$ cat config.mk
export PLATFORM = sky130hd
export DESIGN_NAME = line_pixel_generator_unit
export DESIGN_NICKNAME = d
export VERILOG_FILES = /design/src/rtl/core/lpg_pkg.sv /design/src/rtl/core/line_pixel_generator_unit.sv
export SDC_FILE = /design/constraint.sdc
export NUM_CORES = 1
export LEC_CHECK = 0
export ABC_CLOCK_PERIOD_IN_PS = 8400
export BUFFER_PORTS_ARGS = -buffer_cell sky130_fd_sc_hd__buf_2
export CAP_MARGIN = 10
export CORE_MARGIN = 1.5
export CORE_UTILIZATION = 55
export CTS_CLUSTER_SIZE = 30
export DETAILED_ROUTE_END_ITERATION = 10
export HOLD_SLACK_MARGIN = 0.02
export PLACE_DENSITY = 0.74
export RECOVER_POWER = 25
export SLEW_MARGIN = 20
export SYNTH_ARGS = -nofsm -noshare
export SYNTH_HDL_FRONTEND = slang
export SYNTH_SLANG_ARGS = --single-unit
$ cat constraint.sdc
create_clock -name clock -period 8.4 [get_ports clock]
set_clock_uncertainty 0.05 [all_clocks]
set_input_delay 2.1 -clock clock [delete_from_list [all_inputs] [get_ports clock]]
set_output_delay 2.1 -clock clock [all_outputs]
set_load 0.1 [all_outputs]
$ cat src/rtl/core/lpg_pkg.sv
package lpg_pkg;

   // Fixed width of every coordinate port.
   localparam int FIELD_BITS = 6;

   // Sequencer states, one-hot.
   typedef enum logic [3:0] {
      ST_IDLE  = 4'b0001,
      ST_SETUP = 4'b0010,
      ST_WALK  = 4'b0100,
      ST_EMIT  = 4'b1000
   } state_type;

endpackage

$ cat src/rtl/core/line_pixel_generator_unit.sv
// Channel  | Direction | Handshake          | Payload
// ---------+-----------+--------------------+-------------------------------------------
// req      | in        | req_valid/ready    | start_x, start_y, end_x, end_y (6b each)
// rsp      | out       | rsp_valid/ready    | pixel_x, pixel_y (6b), last_pixel (1b)
//
// One line is taken at a time; req_ready is high only while the block is idle.
// A line with major span d goes through setup, then a walk over its d+1 pixels in
// which the error adder produces one pixel per cycle into the point buffer,
// then emits min(d+1, MAX_POINTS) pixels, holding while rsp_ready is low,
// then returns to idle, where the next line can be taken.
// Reset (synchronous, active high) returns the sequencer to idle with no item
// pending; the point buffer needs no clearing. A stall on rsp holds the
// current pixel and the buffer read address.
module line_pixel_generator_unit
   import lpg_pkg::*;
#(
   parameter int COORD_BITS = 6,
   parameter int MAX_POINTS = 64
) (
   input  logic                  clock,
   input  logic                  reset,
   input  logic                  req_valid,
   output logic                  req_ready,
   input  logic [FIELD_BITS-1:0] req_start_x,
   input  logic [FIELD_BITS-1:0] req_start_y,
   input  logic [FIELD_BITS-1:0] req_end_x,
   input  logic [FIELD_BITS-1:0] req_end_y,
   output logic                  rsp_valid,
   input  logic                  rsp_ready,
   output logic [FIELD_BITS-1:0] rsp_pixel_x,
   output logic [FIELD_BITS-1:0] rsp_pixel_y,
   output logic                  rsp_last_pixel
);

   localparam int CB = COORD_BITS;
   localparam int AW = (MAX_POINTS > 1) ? $clog2(MAX_POINTS) : 1;
   localparam int SW = ((CB > AW) ? CB : AW) + 1;   // slot width, holds MAX_POINTS
   localparam int EW = CB + 2;                      // signed error width

   // Sequencer and per-line registers
   state_type            state_ff, state_in;
   logic [CB-1:0]        sx_ff, sy_ff, ex_ff, ey_ff;
   logic [CB-1:0]        sx_in, sy_in, ex_in, ey_in;
   logic                 steep_ff, steep_in;
   logic                 rev_ff, rev_in;
   logic                 mup_ff, mup_in;
   logic [CB-1:0]        a0_ff, a0_in;
   logic [CB-1:0]        minor_ff, minor_in;
   logic [CB-1:0]        dmaj_ff, dmaj_in;
   logic [CB-1:0]        dmin_ff, dmin_in;
   logic signed [EW-1:0] err_ff, err_in;
   logic [CB-1:0]        idx_ff, idx_in;
   logic [AW-1:0]        kept_last_ff, kept_last_in;
   logic [AW-1:0]        rd_ptr_ff, rd_ptr_in;

   // Point buffer
   logic [2*CB-1:0]      point_mem [MAX_POINTS];
   logic [2*CB-1:0]      rdata_ff;

   // Setup datapath
   logic [CB-1:0]        span_x, span_y;
   logic                 steep_c, rev_c;
   logic [CB-1:0]        a0s, a1s, b0s, b1s;
   logic [CB-1:0]        a0c, a1c, b0c, b1c;
   logic [CB-1:0]        dmaj_c;

   // Walk datapath
   logic [CB-1:0]        maj;
   logic [CB-1:0]        px, py;
   logic [SW-1:0]        slot;
   logic                 slot_we;
   logic signed [EW-1:0] err_sub;
   logic                 walk_done;

   logic                 rsp_take;

   assign req_ready = (state_ff == ST_IDLE);
   assign rsp_valid = (state_ff == ST_EMIT);
   assign rsp_take  = rsp_valid && rsp_ready;

   // Setup: find the major axis, then order the end points low to high on it.
   always_comb begin
      span_x  = (sx_ff > ex_ff) ? (sx_ff - ex_ff) : (ex_ff - sx_ff);
      span_y  = (sy_ff > ey_ff) ? (sy_ff - ey_ff) : (ey_ff - sy_ff);
      steep_c = span_y > span_x;
      a0s     = steep_c ? sy_ff : sx_ff;
      b0s     = steep_c ? sx_ff : sy_ff;
      a1s     = steep_c ? ey_ff : ex_ff;
      b1s     = steep_c ? ex_ff : ey_ff;
      rev_c   = a0s > a1s;
      a0c     = rev_c ? a1s : a0s;
      a1c     = rev_c ? a0s : a1s;
      b0c     = rev_c ? b1s : b0s;
      b1c     = rev_c ? b0s : b1s;
      dmaj_c  = a1c - a0c;
   end

   // Walk: one pixel per cycle through the error adder.
   always_comb begin
      maj       = a0_ff + idx_ff;
      px        = steep_ff ? minor_ff : maj;
      py        = steep_ff ? maj : minor_ff;
      slot      = rev_ff ? SW'(dmaj_ff - idx_ff) : SW'(idx_ff);
      slot_we   = slot < SW'(MAX_POINTS);
      err_sub   = err_ff - $signed({2'b00, dmin_ff});
      walk_done = (idx_ff == dmaj_ff);
   end

   always_comb begin
      state_in     = state_ff;
      sx_in        = sx_ff;
      sy_in        = sy_ff;
      ex_in        = ex_ff;
      ey_in        = ey_ff;
      steep_in     = steep_ff;
      rev_in       = rev_ff;
      mup_in       = mup_ff;
      a0_in        = a0_ff;
      minor_in     = minor_ff;
      dmaj_in      = dmaj_ff;
      dmin_in      = dmin_ff;
      err_in       = err_ff;
      idx_in       = idx_ff;
      kept_last_in = kept_last_ff;
      rd_ptr_in    = rd_ptr_ff;
      case (state_ff)
         ST_IDLE: begin
            // latch the line, masked to the coordinate width
            if (req_valid) begin
               sx_in    = req_start_x[CB-1:0];
               sy_in    = req_start_y[CB-1:0];
               ex_in    = req_end_x[CB-1:0];
               ey_in    = req_end_y[CB-1:0];
               state_in = ST_SETUP;
            end
         end
         ST_SETUP: begin
            steep_in = steep_c;
            rev_in   = rev_c;
            a0_in    = a0c;
            minor_in = b0c;
            mup_in   = b0c < b1c;
            dmaj_in  = dmaj_c;
            dmin_in  = (b0c > b1c) ? (b0c - b1c) : (b1c - b0c);
            err_in   = $signed({2'b00, dmaj_c >> 1});
            idx_in   = '0;
            // clip the run to the buffer depth
            if (SW'(dmaj_c) >= SW'(MAX_POINTS - 1)) begin
               kept_last_in = AW'(MAX_POINTS - 1);
            end else begin
               kept_last_in = AW'(dmaj_c);
            end
            state_in = ST_WALK;
         end
         ST_WALK: begin
            // advance the error; step the minor axis when it goes negative
            if (err_sub < 0) begin
               minor_in = mup_ff ? (minor_ff + 1'b1) : (minor_ff - 1'b1);
               err_in   = err_sub + $signed({2'b00, dmaj_ff});
            end else begin
               err_in   = err_sub;
            end
            idx_in = idx_ff + 1'b1;
            if (walk_done) begin
               rd_ptr_in = '0;
               state_in  = ST_EMIT;
            end
         end
         ST_EMIT: begin
            // hold the address on a stall, advance on a taken item
            if (rsp_take) begin
               rd_ptr_in = rd_ptr_ff + 1'b1;
               if (rd_ptr_ff == kept_last_ff) begin
                  state_in = ST_IDLE;
               end
            end
         end
         default: begin
            state_in = ST_IDLE;
         end
      endcase
   end

   always_ff @(posedge clock) begin
      if (reset) begin
         state_ff <= ST_IDLE;
      end else begin
         state_ff <= state_in;
      end
      sx_ff        <= sx_in;
      sy_ff        <= sy_in;
      ex_ff        <= ex_in;
      ey_ff        <= ey_in;
      steep_ff     <= steep_in;
      rev_ff       <= rev_in;
      mup_ff       <= mup_in;
      a0_ff        <= a0_in;
      minor_ff     <= minor_in;
      dmaj_ff      <= dmaj_in;
      dmin_ff      <= dmin_in;
      err_ff       <= err_in;
      idx_ff       <= idx_in;
      kept_last_ff <= kept_last_in;
      rd_ptr_ff    <= rd_ptr_in;
   end

   // Point buffer: written during the walk, read from the next read address into a register that drives the output.
   always_ff @(posedge clock) begin
      if ((state_ff == ST_WALK) && slot_we) begin
         point_mem[slot[AW-1:0]] <= {px, py};
      end
      // forward a pixel written this cycle at the address being read
      if ((state_ff == ST_WALK) && slot_we && (slot[AW-1:0] == rd_ptr_in)) begin
         rdata_ff <= {px, py};
      end else begin
         rdata_ff <= point_mem[rd_ptr_in];
      end
   end

   assign rsp_pixel_x    = FIELD_BITS'(rdata_ff[2*CB-1:CB]);
   assign rsp_pixel_y    = FIELD_BITS'(rdata_ff[CB-1:0]);
   assign rsp_last_pixel = (rd_ptr_ff == kept_last_ff);

   // A taken line leaves the block busy with no pixel shown in the next cycle.
   a_accept_busy: assert property (@(posedge clock) disable iff (reset)
      req_valid && req_ready |=> !req_ready && !rsp_valid)
      else $error("line accept did not enter setup");

   // The last pixel taken returns the block to idle.
   a_last_idle: assert property (@(posedge clock) disable iff (reset)
      rsp_valid && rsp_ready && rsp_last_pixel |=> req_ready && !rsp_valid)
      else $error("block not idle after last pixel");

   // The read pointer never passes the clipped run length.
   a_rd_bound: assert property (@(posedge clock) disable iff (reset)
      rsp_valid |-> rd_ptr_ff <= kept_last_ff)
      else $error("read pointer past end of run");

   // The walk index never passes the major span.
   a_idx_bound: assert property (@(posedge clock) disable iff (reset)
      (state_ff == ST_WALK) |-> idx_ff <= dmaj_ff)
      else $error("walk index past major span");

   // A stalled pixel holds its buffer address.
   a_stall_hold: assert property (@(posedge clock) disable iff (reset)
      rsp_valid && !rsp_ready |=> $stable(rd_ptr_ff) && rsp_valid)
      else $error("read address moved under stall");

endmodule

==> summary.txt <==
Detailed routing
  – Average wire length per cell after detail routing: 27.53 um
  – Pre-antenna DRT Iters: 7
  – Count of vias placed by the detailed router: 18210
  – Number of nets still failing antenna checks after routing: 0
  – Drt first-iter violations: 2186
  – DRC errors left: 0
  – Total wire length after detailed routing: 80450 um
  – Via density per instance: 6.231

Setup path
  – Endpoint of the worst-slack reg-to-reg timing path: dmin_ff[5]$_DFFE_PP_
  – Critical Path End: dmin_ff[5]$_DFFE_PP_
  – Critical path launch point: sy_ff[0]$_DFFE_PP_
  – R2R cell count: 42
  – Setup slack of the worst register-to-register path: 0.44 ns
  – Worst-path fanout max: 7
  – CP Data Arrival Time: 8.27 ns
  – Cell with the largest stage delay on the worst path: edfxtp_1
  – Delay contributed by the slowest stage of the critical path: 0.40 ns
  – Crit-path most repeated cell: a21o_1
  – CP Class: flop to flop
  – Category of the worst setup path launch point: flop
  – Origin of the critical flop-to-flop path: sy_ff[0]$_DFFE_PP_
  – Critical path required time: 8.72 ns
  – Capturing element type of the critical path: flop

Synthesis
  – FFs w/ async S/R, synth: 0
  – Sequential share of the synthesized area: 0.7072
  – Syn_area_per_cell: 19.51 um^2
  – Post-Syn Nets: 1958
  – Synthesis Warnings: 0
  – Synthesis-stage register bit count: 849
  – Main synth FF type: edfxtp_1
  – EDFF count, synth: 845
  – Cell variety after synth: 51
  – Number of cells produced by synthesis: 1845
  – Netlist area before placement: 36000 um^2

Flow run
  – # Max-Cap Violations: 8

CTS
  – TritonCTS clock tree: yes
  – Worst-skew pair later-pin latency: 0.63 ns
  – CTS H-Tree Depth: 3
  – Number of buffers created by CTS: 85
  – Cell at the root of the clock tree: clkbuf_16
  – CTS clk-pin slew, worst paths: 0.06 ns
  – Bufs on Longest Clock Path: 3
  – Sink count of the clock tree: 849

STA
  – Max-slew violations: 490
  – Hold violation count in the final report: 0
  – Max Fclk: 0.1257 GHz
  – WHS: 0.6439 ns
  – Slew HR: -0.9281
  – Worst Tran Pin Value: 2.892 ns
  – Total Neg Setup Slack: 0 ns
  – RSZ-0062 raised after global routing: false
  – Shortest clock period the worst path allows after layout: 7.957 ns
  – Ratio of final minimum period to clock period: 0.9472
  – Total of endpoints with negative setup slack in the final report: 0

Die
  – DIE HEIGHT: 258.8 um
  – Starting utilization of the core area: 0.5574
  – Standard cell core area: 64580 um^2
  – Number of placement rows: 93
  – Count of boundary I/O pins: 43
  – Die area: 66990 um^2
  – Die Span X: 258.8 um

Placed design
  – IO buf count: 42
  – GP Congestion: 0.8913
  – Cells after DPL: 2757
  – Half-perimeter wire length of the detailed placement result: 48740 um

GRT
  – Residual overflow from global routing: 0
  – Total GRT Usage: 0.2453
  – Initial antenna violation count: 0
  – First-pass GRT wire length: 119900 um
  – Via count of the first global-routing pass: 18770
  – Largest net degree at the start of global routing: 72

Outcome
  – Failing checks: capacitance limit, slew limit
  – Status: finished, violations left

Pwr
  – Power density over the cells: 293.0 nW/um^2
  – Static power due to leakage: 0.01329 uW
  – Worst VDD drop: 0.4209 mV
  – Overall power consumption: 11950 uW

Finish
  – Post-route non-filler standard cell count: 2922
  – Post-layout utilization of the core: 0.6318
  – Most used cells in the layout excluding fill and tap cells: edfxtp_1 (845), mux4_2 (252), nor2_1 (93)
  – Max FFs per register: 768
  – Layout overhead on the synthesized area: 13.35%
  – Proportion of layout cells with a drive suffix above 1: 0.2832
  – Most common cell after layout, fill and taps aside: edfxtp_1
  – Final #Nets: 2107

Min path
  – Path category of the worst min-delay check: flop to flop
==> cells by family (layout without fill, tap and decap cells) <==
group,Yosys count,count (layout),synth area share
buf+inv,161,381,0.01686
xor+xnor,61,61,0.01505
other cells,0,1,0
simple gates,234,234,0.02895
compound gates,154,155,0.02843
fa+ha+maj,85,85,0.03184
flops,849,849,0.7072
mux,301,301,0.1717
==> metal layers <==
metal / GRT usage / wire length [um] / vias up
met5: 0 / 0 / -
met4: 0.06335 / 2131 / 0
met3: 0.03912 / 6549 / 121
met2: 0.4020 / 39850 / 866
met1: 0.3484 / 31930 / 9452
li1: - / - / 7769
==> final cells by class <==
| class | count | area [um^2] |
|---|---|---|
| repair buffers | 140 | 992.2 |
| multi-input cells | 836 | 10170 |
| fillers | 4319 | 23780 |
| clock inverters | 55 | 565.5 |
| well taps | 855 | 1070 |
| diodes | 1 | 2.502 |
| flip-flops and latches | 849 | 25450 |
| clock buffers | 104 | 2238 |
| inverters | 82 | 307.8 |
==> report_power, final <==
part	switching, uW	internal [uW]	leakage, uW
Clock	1590	2190	0.00136
Combinational	1810	1360	0.00426
Sequential	24.6	4970	0.00766
Total	3430	8530	0.0133
==> cells in the mapped netlist (3+ instances only) <==
master	count	area (um^2)
nor2_1	115	431.7
inv_1	80	300.3
nor2b_1	12	75.07
buf_1	21	78.83
ha_1	74	925.9
and2_1	12	75.07
edfxtp_1	845	25370
o21bai_1	9	67.56
xor2_1	19	166.4
clkbuf_1	56	210.2
mux2i_1	37	370.4
a21o_1	32	240.2
a221o_1	3	30.03
a211oi_1	6	45.04
nand2_1	59	221.5
a31oi_1	3	18.77
mux2_2	12	135.1
o211ai_1	17	127.6
nand3b_1	3	22.52
xnor2_1	41	359.1
fa_1	11	220.2
a21oi_1	46	230.2
nor3_1	3	15.01
and3_1	3	18.77
and4_1	6	52.55
dfxtp_1	4	80.08
o21a_1	3	22.52
mux4_2	252	5675
nand3_1	11	55.05
o21ai_0	24	120.1
==> how the worst min path moves through the flow <==
| stage | startpoint | endpoint | cells after the start |
|---|---|---|---|
| 2_1_floorplan | ex_ff[5]$_DFFE_PP_ | a0_ff[5]$_DFFE_PP_ | 2 |
| 3_3_place_gp | state_ff[2]$_SDFFE_PP0P_ | state_ff[1]$_SDFFE_PP0P_ | 3 |
| 3_5_place_dp | idx_ff[5]$_SDFFCE_PN0N_ | idx_ff[5]$_SDFFCE_PN0N_ | 2 |
| 4_1_cts | idx_ff[5]$_SDFFCE_PN0N_ | idx_ff[5]$_SDFFCE_PN0N_ | 2 |
| 5_1_grt | idx_ff[5]$_SDFFCE_PN0N_ | idx_ff[5]$_SDFFCE_PN0N_ | 2 |
| 6_report | idx_ff[5]$_SDFFCE_PN0N_ | idx_ff[5]$_SDFFCE_PN0N_ | 2 |
==> stage by stage <==
stage	area, um^2	setup WS [ns]
after floorplan	36010	0.02336
after global placement	37770	0.09691
after detailed placement	37790	-0.1718
after CTS	40620	0.01691
after global routing	40800	0.002672
final	40800	0.4433
==> repair_timing <==
item	in CTS	in global routing
resized for setup	5	32
cloned	0	1
setup buffers	0	3
pin swaps	1	11
hold buffers	0	0
setup endpoints to repair	2	5
==> worst max-delay path, delay by kind of cell, from the launching register on <==
kind                     cells  cell delay, ns
flip-flops                   1            0.40
XOR/XNOR                     2            0.24
buffers and inverters        4            0.31
adder cells (fa/ha/maj)      6            1.67
multiplexers                 2            0.36
AND/OR/NAND/NOR              7            0.88
AO/OA/AOI/OAI               21            3.78
Note: power is estimated with default switching activity, not from simulation.
